$ cat config.mk
export PLATFORM = sky130hd
export DESIGN_NAME = meter_frame_parser
export DESIGN_NICKNAME = d
export VERILOG_FILES = /design/src/sv/mfp_pkg.sv /design/src/sv/mfp_core.sv /design/src/sv/mfp_skid.sv /design/src/sv/meter_frame_parser.sv
export SDC_FILE = /design/constraint.sdc
export NUM_CORES = 1
export LEC_CHECK = 0
export BUFFER_PORTS_ARGS = -buffer_cell sky130_fd_sc_hd__buf_4
export CAP_MARGIN = 25
export CORE_MARGIN = 2
export CORE_UTILIZATION = 59
export CTS_CLUSTER_DIAMETER = 120
export DETAILED_ROUTE_END_ITERATION = 6
export PLACE_DENSITY = 0.77
export SLEW_MARGIN = 20
export SYNTH_ARGS = -nofsm -noshare
export SYNTH_HDL_FRONTEND = slang
export SYNTH_SLANG_ARGS = --single-unit
$ cat constraint.sdc
create_clock -name i_clk -period 12 [get_ports i_clk]
set_clock_uncertainty 0.1 [all_clocks]
set_input_delay 1.8 -clock i_clk [delete_from_list [all_inputs] [get_ports i_clk]]
set_output_delay 1.8 -clock i_clk [all_outputs]
set_load 0.01 [all_outputs]
$ cat src/sv/mfp_pkg.sv
// Shared types and constants for the meter frame parser.
package mfp_pkg;

    localparam int ADDR_BYTES     = 7;
    localparam int MIN_TAIL       = 2 + 1;
    localparam int CHK_STOP_BYTES = 2;

    localparam int POS_W          = 9;
    localparam int ADDR_W         = 56;
    localparam int CFG_IDX_W      = 8;

    // Frame offsets
    localparam int POS_TYPE       = 1;
    localparam int POS_ADDR       = 2;
    localparam int POS_CTRL       = 2 + ADDR_BYTES;
    localparam int POS_LEN        = 3 + ADDR_BYTES;
    localparam int DATA_POS       = ADDR_BYTES + 4;
    localparam int MIN_FRAME      = ADDR_BYTES + 4 + MIN_TAIL;
    localparam int LEN_OVERHEAD   = DATA_POS + CHK_STOP_BYTES;

    // Configuration register indexes
    localparam logic [CFG_IDX_W-1:0] REG_START_BYTE = CFG_IDX_W'(0);
    localparam logic [CFG_IDX_W-1:0] REG_STOP_BYTE  = CFG_IDX_W'(1);

    localparam logic [7:0] START_BYTE_RST = 8'h68;
    localparam logic [7:0] STOP_BYTE_RST  = 8'h16;

    // Result kinds
    localparam logic KIND_PAYLOAD = 1'b0;
    localparam logic KIND_REPORT  = 1'b1;

    // Report status codes
    localparam logic [1:0] ST_OK     = 2'd0;
    localparam logic [1:0] ST_SHORT  = 2'd1;
    localparam logic [1:0] ST_FORMAT = 2'd2;

    typedef struct packed {
        logic [7:0] rx_byte;
        logic       frame_end;
    } t_in;

    typedef struct packed {
        logic              kind;
        logic [7:0]        payload_byte;
        logic [1:0]        status;
        logic [7:0]        dev_type;
        logic [ADDR_W-1:0] address;
        logic [7:0]        control_code;
        logic [7:0]        payload_length;
    } t_out;

endpackage

$ cat src/sv/mfp_core.sv
// Frame state, configuration registers and per-byte result logic.
module mfp_core import mfp_pkg::*; (
    input  logic                 i_clk,
    input  logic                 i_rst_n,
    input  logic                 i_accept,
    input  t_in                  i_in,
    input  logic                 i_cfg_we,
    input  logic [CFG_IDX_W-1:0] i_cfg_index,
    input  logic [7:0]           i_cfg_data,
    output logic                 o_res_valid,
    output t_out                 o_res
);

    logic [7:0]        r_start_byte;
    logic [7:0]        r_stop_byte;
    logic [POS_W-1:0]  r_pos;
    logic [7:0]        r_sum;
    logic [7:0]        r_prev;
    logic              r_start_ok;
    logic [7:0]        r_type;
    logic [ADDR_W-1:0] r_addr;
    logic [7:0]        r_ctrl;
    logic [7:0]        r_len;

    logic [POS_W:0]    pos_ext;
    logic [POS_W:0]    size;
    logic              payload_hit;
    logic              fmt_bad;
    logic [1:0]        status;

    assign pos_ext = {1'b0, r_pos};
    assign size    = pos_ext + (POS_W+1)'(1);

    assign payload_hit = !i_in.frame_end
                      && (pos_ext >= (POS_W+1)'(DATA_POS))
                      && (pos_ext < ((POS_W+1)'(DATA_POS) + (POS_W+1)'(r_len)));

    assign fmt_bad = !r_start_ok
                  || (i_in.rx_byte != r_stop_byte)
                  || (((POS_W+1)'(r_len) + (POS_W+1)'(LEN_OVERHEAD)) != size)
                  || (r_prev != r_sum);

    always_comb begin
        priority if (size < (POS_W+1)'(MIN_FRAME)) begin
            status = ST_SHORT;
        end else if (fmt_bad) begin
            status = ST_FORMAT;
        end else begin
            status = ST_OK;
        end
    end

    always_comb begin
        o_res       = '0;
        o_res_valid = i_in.frame_end || payload_hit;
        if (i_in.frame_end) begin
            o_res.kind           = KIND_REPORT;
            o_res.status         = status;
            o_res.dev_type       = r_type;
            o_res.address        = r_addr;
            o_res.control_code   = r_ctrl;
            o_res.payload_length = r_len;
        end else begin
            o_res.kind         = KIND_PAYLOAD;
            o_res.payload_byte = i_in.rx_byte;
        end
    end

    // configuration registers
    always_ff @(posedge i_clk) begin
        if (!i_rst_n) begin
            r_start_byte <= START_BYTE_RST;
            r_stop_byte  <= STOP_BYTE_RST;
        end else if (i_cfg_we) begin
            if (i_cfg_index == REG_START_BYTE) begin
                r_start_byte <= i_cfg_data;
            end
            if (i_cfg_index == REG_STOP_BYTE) begin
                r_stop_byte <= i_cfg_data;
            end
        end
    end

    // frame state
    always_ff @(posedge i_clk) begin
        if (!i_rst_n || (i_accept && i_in.frame_end)) begin
            r_pos      <= '0;
            r_sum      <= '0;
            r_prev     <= '0;
            r_start_ok <= 1'b0;
            r_type     <= '0;
            r_addr     <= '0;
            r_ctrl     <= '0;
            r_len      <= '0;
        end else if (i_accept) begin
            r_prev <= i_in.rx_byte;
            if (r_pos == '0) begin
                r_sum      <= '0;
                r_start_ok <= (i_in.rx_byte == r_start_byte);
                r_type     <= '0;
                r_addr     <= '0;
                r_ctrl     <= '0;
                r_len      <= '0;
            end else begin
                r_sum <= r_sum + r_prev;
            end
            if (r_pos == POS_W'(POS_TYPE)) begin
                r_type <= i_in.rx_byte;
            end
            for (int k = 0; k < ADDR_BYTES; k++) begin
                if (r_pos == POS_W'(POS_ADDR + k)) begin
                    r_addr[8*k +: 8] <= i_in.rx_byte;
                end
            end
            if (r_pos == POS_W'(POS_CTRL)) begin
                r_ctrl <= i_in.rx_byte;
            end
            if (r_pos == POS_W'(POS_LEN)) begin
                r_len <= i_in.rx_byte;
            end
            // saturating position
            if (r_pos != '1) begin
                r_pos <= r_pos + POS_W'(1);
            end
        end
    end

endmodule

$ cat src/sv/mfp_skid.sv
// Output register with a skid stage.
module mfp_skid import mfp_pkg::*; (
    input  logic i_clk,
    input  logic i_rst_n,
    input  logic i_push,
    input  t_out i_data,
    output logic o_full,
    output logic o_valid,
    output t_out o_data,
    input  logic i_stall
);

    logic r_main_valid;
    t_out r_main;
    logic r_skid_valid;
    t_out r_skid;
    logic pop;

    assign pop     = r_main_valid && !i_stall;
    assign o_full  = r_skid_valid;
    assign o_valid = r_main_valid;
    assign o_data  = r_main;

    always_ff @(posedge i_clk) begin
        if (!i_rst_n) begin
            r_main_valid <= 1'b0;
            r_skid_valid <= 1'b0;
        end else if (pop || !r_main_valid) begin
            if (r_skid_valid) begin
                r_main_valid <= 1'b1;
                r_skid_valid <= 1'b0;
            end else begin
                r_main_valid <= i_push;
            end
        end else if (i_push) begin
            r_skid_valid <= 1'b1;
        end
    end

    always_ff @(posedge i_clk) begin
        if (pop || !r_main_valid) begin
            r_main <= r_skid_valid ? r_skid : i_data;
        end else if (i_push) begin
            r_skid <= i_data;
        end
    end

endmodule

$ cat src/sv/meter_frame_parser.sv
// Byte-serial meter frame parser: top level.
// Takes one frame byte per transaction (frame_end on the last byte) and
// sustains one byte per clock while o_in_stall is low. A frame is start,
// meter type, ADDR_BYTES address bytes, control, length, payload,
// checksum, stop. Payload bytes are forwarded as kind 0 results through
// the registered output stage, before any check; the final byte yields a
// kind 1 report with the header fields and a status (ok, too short, format
// error). Other bytes give no result. The output side is a register plus
// a one-entry skid stage, so o_in_stall only rises once two results are
// held while i_out_stall stays high. Frame state is a running position
// counter (saturating at 511), a lagging 8-bit sum and held header bytes,
// updated once for each byte taken. Configuration (start and stop byte)
// is written through the cfg channel, always ready; unknown indexes are
// ignored.
module meter_frame_parser import mfp_pkg::*; (
    input  logic                 i_clk,
    input  logic                 i_rst_n,
    // byte input
    input  logic                 i_in_valid,
    output logic                 o_in_stall,
    input  t_in                  i_in_data,
    // result output
    output logic                 o_out_valid,
    input  logic                 i_out_stall,
    output t_out                 o_out_data,
    // configuration writes
    input  logic                 i_cfg_valid,
    output logic                 o_cfg_ready,
    input  logic [CFG_IDX_W-1:0] i_cfg_index,
    input  logic [7:0]           i_cfg_data
);

    logic accept;
    logic res_valid;
    t_out res;
    logic skid_full;

    // a byte is taken whenever the skid stage has room
    assign o_in_stall  = skid_full;
    assign accept      = i_in_valid && !o_in_stall;
    assign o_cfg_ready = 1'b1;

    mfp_core u_core (
        .i_clk       (i_clk),
        .i_rst_n     (i_rst_n),
        .i_accept    (accept),
        .i_in        (i_in_data),
        .i_cfg_we    (i_cfg_valid && o_cfg_ready),
        .i_cfg_index (i_cfg_index),
        .i_cfg_data  (i_cfg_data),
        .o_res_valid (res_valid),
        .o_res       (res)
    );

    mfp_skid u_skid (
        .i_clk   (i_clk),
        .i_rst_n (i_rst_n),
        .i_push  (accept && res_valid),
        .i_data  (res),
        .o_full  (skid_full),
        .o_valid (o_out_valid),
        .o_data  (o_out_data),
        .i_stall (i_out_stall)
    );

endmodule

==> flow_metrics.py, run 1 <==
metrics = {
    "sta": {
        "fmax_mhz": 230.9,
        "maxSlewViolCount": 0,
        "slew_headroom_pct": 40.02,
        "fin_crit_sh_pct": 36.09,
        "hold_violations": 0,
        "period_needed_ps": 4331,
        "fin_setup_tns_ps": 0,
        "setup_viol": 0,
        "worstMarginPinSlew_ps": 892.9,
        "rsz0062_at_grt": "no",
    },
    "final_layout": {
        "finalNetCount": 1210,
        "drive_gt1_share_pct": 24.15,
        "nFillCells": 1561,
        "antennaDiodeCount": 0,
        "area_growth_pct": 16.01,
    },
    "grt": {
        "track_usage_pct": 23.74,
        "grt_overflow": 0,
        "grt_pass1_vias": 8204,
        "grt_pass1_wl_um": 44710,
        "grt_max_degree": 93,
        "antenna_found_initial": 0,
    },
    "yosys": {
        "post_synth_num_cell_types": 60,
        "synth_edf_count": 182,
        "synth.area.mux_share_pct": 8.844,
        "yosysMostFrequentCell": "edfxtp_1",
        "synth_flop_cell": "edfxtp_1",
        "synth_top_family_by_area": "simple AND/OR/NAND/NOR gates",
        "async_reset_ff_share_pct": 0,
        "synth_area_leaders": "edfxtp_1 (42%), dfxtp_1 (19%), mux2_2 (7.6%)",
        "synth_fa_ha_area_share_pct": 2.365,
        "synth_area_um2": 13020,
        "syn-num-nets": 1119,
        "yosysSeqAreaShare_pct": 61.06,
        "synthCells": 1065,
        "synth_compound_area_share_pct": 7.392,
        "synth.ff_latch_count": 306,
        "syn_avg_cell_area_um2": 12.22,
        "synth-xor-area-share_pct": 3.297,
        "yosys.area.top_type_share_pct": 41.99,
        "yosys.area_share.simple_pct": 14.26,
        "yosys.area.top_type": "edfxtp_1",
        "yosysWarnings": 0,
        "synth_commonest_cells": "edfxtp_1 (182), dfxtp_1 (124), mux2_2 (88)",
    },
    "floorplan": {
        "rows": 54,
        "die_area_um2": 23270,
        "ioPinCount": 124,
        "die_w_um": 152.5,
        "initial_core_util_pct": 59.83,
        "core_area_um2": 21760,
        "die_y_um": 152.5,
    },
    "worst_setup_path": {
        "critPathLaunchType": "input pin",
        "endpoint_kind": "flip-flop",
        "required_ps": 12070,
        "crit_fanout": 62,
        "arrival_ps": 4400,
        "crit_type": "input pin to flip-flop",
    },
    "drt": {
        "wl_per_cell_um": 19.45,
        "drtPass1Iterations": 5,
        "drt-total-wl_um": 28400,
        "avgViaCountPerCell": 5.837,
        "vias": 8522,
        "drc_errors": 0,
        "drtIter0Drc": 621,
        "ant_nets": 0,
    },
    "pwr": {
        "p_switching_uw": 463.7,
        "p_int_uw": 1733,
        "p_per_area_nw_per_um2": 145.5,
        "power.leakage_uw": 0.005962,
        "p_total_uw": 2196,
        "seqPwrFrac_pct": 51.5,
        "swShare_pct": 21.11,
        "ir_worst_vdd_v": 0.00009782,
        "p_clk_share_pct": 43.3,
        "combPwrFrac_pct": 5.2,
    },
    "outcome": {
        "status": "completed",
    },
    "clock_tree": {
        "clk_pin_slew_ps": 60,
        "clock_latency_ps": 550,
        "holdBufCountCts": 0,
        "clockBufferDepth": 3,
        "cts-htree-levels": 1,
        "cts_sinks": 306,
        "cts_tree": "yes",
        "postCtsResizedCells": 0,
        "post_cts_buffers": 0,
        "cts_inserted_buffers": 30,
        "root_buffer": "clkbuf_16",
    },
    "placed_design": {
        "gp_congestion": 0.9059,
        "hpwl_um": 17180,
        "portBuffers": 122,
    },
    "flow_run": {
        "maxCapViolations": 0,
    },
    "hold_path": {
        "holdCritPathClass": "flip-flop to flip-flop",
    },
}
==> final cells by class <==
| type | count | area (um2) | share of cell area (%) |
|---|---|---|---|
| Clock buffer | 47 | 920.9 | 6.099 |
| Sequential cell | 306 | 7951 | 52.66 |
| Timing Repair Buffer | 129 | 1008 | 6.679 |
| Inverter | 9 | 33.78 | 0.2237 |
| Tap cell | 280 | 350.3 | 2.320 |
| Clock inverter | 9 | 101.3 | 0.6712 |
| Multi-Input combinational cell | 680 | 4733 | 31.35 |
==> metrics by stage <==
stage          instance area, um2  setup WS, ps  utilization [%]  instances  hold slack, ps
2_1_floorplan               13020          2814                -       1065           340.6
6_report                    15100          7669            69.40       1460           363.1
3_3_place_gp                14020          6714            64.45       1402           349.1
5_1_grt                     15100          7435            69.40       1460           385.2
3_5_place_dp                14020          6642            64.45       1402           355.1
4_1_cts                     15040          7176            69.15       1458           363.4
==> routing by layer <==
metal / wire, um / share of wire (%) / GRT usage, % / up-vias
li1: - / - / - / 4023
met1: 12110 / 43 / 32.53 / 4177
met2: 14010 / 49 / 39.79 / 270
met3: 1613 / 5.7 / 3.441 / 52
met4: 666 / 2.3 / 7.143 / 0
met5: 0 / 0 / 0 / -
==> power by group through the flow <==
| stage | registers, uW | logic [uW] | clock network (uW) |
|---|---|---|---|
| final | 1130 | 113 | 951 |
| after detailed placement | 1150 | 112 | 0 |
| after CTS | 1130 | 113 | 965 |
| after global placement | 1150 | 110 | 0 |
| after floorplan | 1160 | 54.6 | 0 |
| after global routing | 1130 | 121 | 1010 |
==> cell families (layout without fill, tap and decap cells) <==
family	after synthesis	in the layout
AOI/OAI and AO/OA	143	143
and+or+nand+nor	359	359
adders and majority gates	24	24
DFF	306	306
buffers and inverters	79	194
other	1	1
muxes	104	104
xor gates and xnor gates	49	49
==> state kept, by name (all words and copies together) (netlist names) <==
| name | count |
|---|---|
| u_core.r_start_ok | 1 |
| u_core.r_stop_byte | 8 |
| u_core.r_addr | 56 |
| u_core.r_type | 8 |
| u_core.r_ctrl | 8 |
| u_core.r_sum | 8 |
| u_skid.o_full | 1 |
| u_core.r_pos | 9 |
| u_core.r_prev | 8 |
| u_skid.o_valid | 1 |
| u_core.r_len | 8 |
| u_core.r_start_byte | 8 |
| u_skid.r_skid | 91 |
| u_skid.o_data | 91 |
==> placed cells by master (no fill, tap or decap), types with 3 or more instances in the layout <==
cell	instances
clkbuf_16	32
nor2_4	3
a21o_1	5
ha_1	23
xnor2_1	32
or3_1	5
o31ai_1	4
nand2_1	75
nor2b_1	12
clkinv_2	5
nand3_1	39
buf_4	127
inv_1	9
nand4_1	7
nor2_1	86
clkbuf_1	8
nor4_1	3
xor2_1	17
mux2_2	88
mux2i_1	16
a21oi_1	47
nand2b_1	6
nor2_2	3
nand3b_1	3
dfxtp_1	123
edfxtp_1	182
clkbuf_8	6
a32oi_1	17
and3_1	5
and2_1	86
nor4b_1	3
o21ai_0	9
a22oi_1	45
nor3_1	8
==> final timing paths <==
path                     startpoint                 to  slack, ps  depth (start not counted)
hold / removal    u_core.r_addr[25]  u_core.r_addr[25]        360                          2
setup / recovery         i_in_valid  u_skid.r_skid[67]       7670                          6
setup reg to reg    u_core.r_len[0]  u_skid.r_skid[67]       8000                         12
hold reg to reg   u_core.r_addr[25]  u_core.r_addr[25]        360                          2
==> worst max-delay path, stage by stage <==
cell and delay [ps]:
buf_4 100, nand2b_1 450, a2111oi_0 520, o21ai_0 300
a21oi_4 420, buf_4 720
(Power assumes the default switching activity.)
==> inputs of run 2 (changes only) <==
--- a/config.mk
+++ b/config.mk
@@ -8,10 +8,10 @@
 export BUFFER_PORTS_ARGS = -buffer_cell sky130_fd_sc_hd__buf_4
 export CAP_MARGIN = 25
 export CORE_MARGIN = 2
-export CORE_UTILIZATION = 59
+export CORE_UTILIZATION = 53
 export CTS_CLUSTER_DIAMETER = 120
 export DETAILED_ROUTE_END_ITERATION = 6
-export PLACE_DENSITY = 0.77
+export PLACE_DENSITY = 0.73
 export SLEW_MARGIN = 20
 export SYNTH_ARGS = -nofsm -noshare
 export SYNTH_HDL_FRONTEND = slang
==> constraint.sdc (replaced) <==
create_clock -name i_clk -period 3.7 [get_ports i_clk]
set_clock_uncertainty 0.1 [all_clocks]
set_input_delay 0.555 -clock i_clk [delete_from_list [all_inputs] [get_ports i_clk]]
set_output_delay 0.555 -clock i_clk [all_outputs]
set_load 0.01 [all_outputs]
==> run 2 against run 1 <==
  * Die area rose by 11%
  * Critical path depth increased by 3
  * Sequential cell count unchanged
  * Setup slack got worse by 7300 ps
  * First-iteration DRC count is 2.9% lower
  * Critical path type is now flip-flop to flip-flop
  * Largest power group unchanged
==> flow_metrics.py, run 2 (same netlist as run 1, synthesis figures left out) <==
metrics = {
    "drt": {
        "drt-total-wl_um": 27800,
        "ant_nets": 0,
        "avgViaCountPerCell": 5.569,
        "drtPass1Iterations": 5,
        "wl_per_cell_um": 18.44,
        "drtIter0Drc": 603,
        "drc_errors": 0,
        "vias": 8398,
    },
    "worst_setup_path": {
        "ff2ff_path_depth": 9,
        "slowest_delay_ps": 520,
        "arrival_ps": 3450,
        "endpoint_kind": "flip-flop",
        "worstSetupStartpoint": "u_core.r_len[4]",
        "rrSetupSlack_ps": 330,
        "crit_type": "flip-flop to flip-flop",
        "reg2reg_to": "u_skid.r_skid[77]",
        "required_ps": 3780,
        "r2r_start": "u_core.r_len[4]",
        "crit_fanout": 38,
        "slowest_stage": "dfxtp_1",
        "cp_cell_sequence": "and3_4 > nand2_1 > xor2_1 > ha_1 > a21o_1 > a2111oi_0 > o21ai_1 > a21oi_4 > buf_4",
        "critPathLaunchType": "flip-flop",
    },
    "hold_path": {
        "holdCritPathClass": "input pin to flip-flop",
        "hold_path.startpoint": "i_cfg_data[1]",
        "worstHoldEndpoint": "u_core.r_stop_byte[1]",
        "min_path_cells": 3,
    },
    "clock_tree": {
        "post_cts_buffers": 0,
        "clock_latency_ps": 550,
        "clockBufferDepth": 3,
        "postCtsResizedCells": 0,
        "root_buffer": "clkbuf_16",
        "cts_inserted_buffers": 30,
        "clk_pin_slew_ps": 60,
        "cts_sinks": 306,
        "holdBufCountCts": 0,
        "cts_tree": "yes",
        "cts-htree-levels": 1,
    },
    "pwr": {
        "p_switching_uw": 1484,
        "combPwrFrac_pct": 5.3,
        "p_clk_share_pct": 42.5,
        "p_int_uw": 5547,
        "ir_worst_vdd_v": 0.0003212,
        "power.leakage_uw": 0.005947,
        "p_per_area_nw_per_um2": 464.3,
        "swShare_pct": 21.11,
        "seqPwrFrac_pct": 52.2,
    },
    "final_layout": {
        "final_common_cell": "edfxtp_1",
        "layout_common_cells": "edfxtp_1 (182), buf_4 (133), dfxtp_1 (121)",
        "final_util_pct": 62.45,
        "final-instance-count-excl-fill": 1508,
        "antennaDiodeCount": 0,
        "finalNetCount": 1215,
        "drive_gt1_share_pct": 24.58,
        "area_growth_pct": 16.33,
    },
    "floorplan": {
        "ioPinCount": 124,
        "die_y_um": 160.7,
        "die_area_um2": 25830,
        "die_w_um": 160.7,
        "initial_core_util_pct": 53.68,
        "rows": 57,
        "core_area_um2": 24250,
    },
    "grt": {
        "antenna_found_initial": 0,
        "grt_pass1_wl_um": 43790,
        "grt_max_degree": 93,
        "track_usage_pct": 21.26,
        "grt_overflow": 0,
        "grt_pass1_vias": 8126,
    },
    "sta": {
        "rsz0062_at_grt": "no",
        "period_needed_ps": 3366,
        "setup_viol": 0,
        "slew_headroom_pct": 33.26,
        "maxSlewViolCount": 0,
        "finalWorstSetupSlack_ps": 334.0,
        "fin_crit_sh_pct": 90.97,
        "hold_violations": 0,
        "worstMarginPinSlew_ps": 993.5,
        "fmax_mhz": 297.1,
    },
    "placed_design": {
        "portBuffers": 122,
        "gp_congestion": 0.9140,
        "hpwl_um": 17390,
        "place_ws_ps": 431.6,
        "dp_cells": 1453,
    },
    "outcome": {
        "status": "completed",
    },
    "flow_run": {
        "maxCapViolations": 0,
    },
}
run 2: layer usage:
metal  global-route usage, %  routed length [um]
met4                   6.006                 726
met5                       0                   0
met3                   2.970                1479
met2                   35.25               13260
met1                   29.56               12330
run 2: power groups by stage:
stage | registers, uW | logic (uW) | clock network (uW)
after floorplan | 3760 | 178 | 0
after global placement | 3740 | 366 | 0
after detailed placement | 3740 | 372 | 0
after CTS | 3670 | 373 | 3050
after global routing | 3670 | 398 | 3160
final | 3670 | 372 | 2990
run 2: final cells by class:
cell class                 instances  area [um2]
fill                            1950        9106
sequential                       306        7954
multi-input combinational        680        4753
timing repair buffer             134        1018
clock buffer                      46       883.3
tap                              324       405.4
clock inverter                     9       93.84
inverter                           9       33.78
run 2: worst max-delay path, delay by kind of cell, from the launching register on:
family | cells | cell delay [ps]
AOI/OAI and AO/OA | 4 | 1090
DFF | 1 | 520
buffers and inverters | 1 | 480
and+or+nand+nor | 2 | 340
adders and majority gates | 1 | 300
xor gates and xnor gates | 1 | 140
run 2: through the flow:
step                area, um2  total power, uW  setup TNS, ps  hold slack (ps)
global placement        14160             4107              0            347.5
floorplan               13090             3941         -17020            340.6
CTS                     15140             7092              0            127.3
global route            15140             7235              0            148.6
detailed placement      14160             4113              0            355.1
finish                  15140             7031              0            136.9
run 2: worst max path at each step:
stage	slack, ps	end	depth (start not counted)
2_1_floorplan	-190	u_skid.r_skid[0]	11
3_3_place_gp	530	u_skid.r_skid[77]	9
3_5_place_dp	430	u_skid.r_skid[65]	9
4_1_cts	400	u_skid.r_skid[77]	9
5_1_grt	140	u_skid.r_skid[65]	9
6_report	330	u_skid.r_skid[77]	9
==> inputs of run 3 (changes only) <==
--- a/config.mk
+++ b/config.mk
@@ -5,7 +5,7 @@
 export SDC_FILE = /design/constraint.sdc
 export NUM_CORES = 1
 export LEC_CHECK = 0
-export BUFFER_PORTS_ARGS = -buffer_cell sky130_fd_sc_hd__buf_4
+export BUFFER_PORTS_ARGS = -buffer_cell sky130_fd_sc_hd__buf_2
 export CAP_MARGIN = 25
 export CORE_MARGIN = 2
 export CORE_UTILIZATION = 53
==> run 3 against run 2 <==
  * Setup slack improved by 260 ps
  * Via count rose by 0.13%
  * Routed wire length fell by 0.95%
  * Hold slack improved by 26 ps
  * Clock power rose by 14%
  * Power rose by 5.7%
  * Critical path depth rose by 1
  * Non-clock buffer count fell by 3
  * Register-to-register slack improved by 260 ps
  * Critical path type unchanged
==> flow_metrics.py, run 3 (same netlist as run 1, synthesis figures left out) <==
metrics = {
    "clock_tree": {
        "cts-htree-levels": 1,
        "cts_sinks": 306,
        "cts_tree": "yes",
        "clk_pin_slew_ps": 60,
        "root_buffer": "clkbuf_16",
        "holdBufCountCts": 0,
        "cts_inserted_buffers": 31,
        "clockBufferDepth": 3,
        "postCtsResizedCells": 0,
        "clock_latency_ps": 540,
        "post_cts_buffers": 0,
    },
    "drt": {
        "wl_per_cell_um": 18.28,
        "avgViaCountPerCell": 5.580,
        "drtIter0Drc": 630,
        "vias": 8409,
        "drc_errors": 0,
        "drtPass1Iterations": 6,
        "ant_nets": 0,
        "drt-total-wl_um": 27540,
    },
    "sta": {
        "setup_viol": 0,
        "fin_setup_tns_ps": 0,
        "worstMarginPinSlew_ps": 871.9,
        "maxSlewViolCount": 0,
        "rsz0062_at_grt": "no",
        "fmax_mhz": 321.5,
        "hold_violations": 0,
        "fin_crit_sh_pct": 84.06,
        "period_needed_ps": 3110,
        "slew_headroom_pct": 41.42,
        "finalWorstSetupSlack_ps": 589.9,
    },
    "pwr": {
        "p_per_area_nw_per_um2": 494.9,
        "seqPwrFrac_pct": 49.3,
        "swShare_pct": 20.79,
        "p_int_uw": 5884,
        "p_clk_share_pct": 46.1,
        "ir_worst_vdd_v": 0.0002389,
        "power.leakage_uw": 0.005990,
        "p_switching_uw": 1545,
        "combPwrFrac_pct": 4.6,
    },
    "grt": {
        "grt_max_degree": 107,
        "grt_pass1_wl_um": 43370,
        "grt_overflow": 0,
        "track_usage_pct": 21.10,
        "grt_pass1_vias": 7901,
        "antenna_found_initial": 1,
    },
    "placed_design": {
        "gp_congestion": 0.9117,
        "portBuffers": 122,
        "hpwl_um": 17000,
        "place_ws_ps": 603.7,
        "dp_cells": 1450,
    },
    "final_layout": {
        "layout_common_cells": "edfxtp_1 (182), buf_2 (122), dfxtp_1 (121)",
        "final_util_pct": 61.90,
        "final_common_cell": "edfxtp_1",
        "nFillCells": 1963,
        "antennaDiodeCount": 0,
        "regArea_um2": 7954,
        "area_growth_pct": 15.31,
        "final-instance-count-excl-fill": 1507,
        "finalNetCount": 1213,
        "drive_gt1_share_pct": 25.19,
        "multiInputGateArea_um2": 4753,
    },
    "floorplan": {
        "core_area_um2": 24250,
        "die_y_um": 160.7,
        "rows": 57,
        "ioPinCount": 124,
        "die_area_um2": 25830,
        "initial_core_util_pct": 53.68,
        "die_w_um": 160.7,
    },
    "hold_path": {
        "holdCritPathClass": "input pin to flip-flop",
    },
    "outcome": {
        "status": "completed",
    },
    "worst_setup_path": {
        "critPathLaunchType": "flip-flop",
        "crit_type": "flip-flop to flip-flop",
        "endpoint_kind": "flip-flop",
        "arrival_ps": 3220,
        "required_ps": 3810,
        "crit_fanout": 49,
    },
    "flow_run": {
        "maxCapViolations": 0,
    },
}
==> run 3: changes by cell type in the layout (fill, tap and decap cells not counted), moves of 2 or more <==
cell,before,now
buf_4,133,6
bufinv_16,2,6
clkbuf_8,3,5
clkbuf_1,11,3
buf_2,0,122
buf_12,1,3
==> run 3: metrics by stage <==
stage | area [um2] | hold WS (ps) | power, uW
2_1_floorplan | 13090 | 340.6 | 3941
3_3_place_gp | 13860 | 349.7 | 4074
3_5_place_dp | 13860 | 355.4 | 4078
4_1_cts | 15010 | 149.8 | 7476
5_1_grt | 15010 | 155.1 | 7658
6_report | 15010 | 162.4 | 7429
==> run 3: path summary, 6_finish.rpt <==
| path | slack (ps) | start | cells past startpoint | to |
|---|---|---|---|---|
| max | 590 | u_core.r_len[2] | 10 | u_skid.r_skid[85] |
| min | 160 | i_cfg_data[3] | 3 | u_core.r_start_byte[3] |
| max reg2reg | 590 | u_core.r_len[2] | 10 | u_skid.r_skid[85] |
| min reg2reg | 360 | u_core.r_addr[45] | 2 | u_core.r_addr[45] |
==> run 3: final cells by class <==
| type | instances | area share (%) |
|---|---|---|
| clock buffers | 41 | 6.035 |
| flip-flops and latches | 306 | 52.99 |
| clock inverters | 16 | 1.609 |
| repair buffers | 131 | 4.768 |
| multi-input cells | 680 | 31.67 |
| well taps | 324 | 2.701 |
| inverters | 9 | 0.2251 |
==> run 3: critical path, stage by stage (launching register included) <==
cell       delay (ps)
dfxtp_1           520
o21ai_1           170
nand2b_1          120
nand2_1            80
xor2_1            140
ha_1              300
a21o_1            180
a2111oi_0         350
o21ai_1           230
a21oi_4           260
buf_12            330
==> run 3: power by group through the flow <==
stage | logic, uW | clock network (uW) | registers [uW]
floorplan | 178 | 0 | 3760
global placement | 336 | 0 | 3740
detailed placement | 339 | 0 | 3740
CTS | 341 | 3470 | 3670
global route | 368 | 3620 | 3670
finish | 340 | 3420 | 3670
==> run 3: layer usage <==
layer	share of wire [%]	track usage, %
met5	0	0
met4	2.6	6.453
met3	5.4	3.177
met2	48	34.62
met1	44	29.31
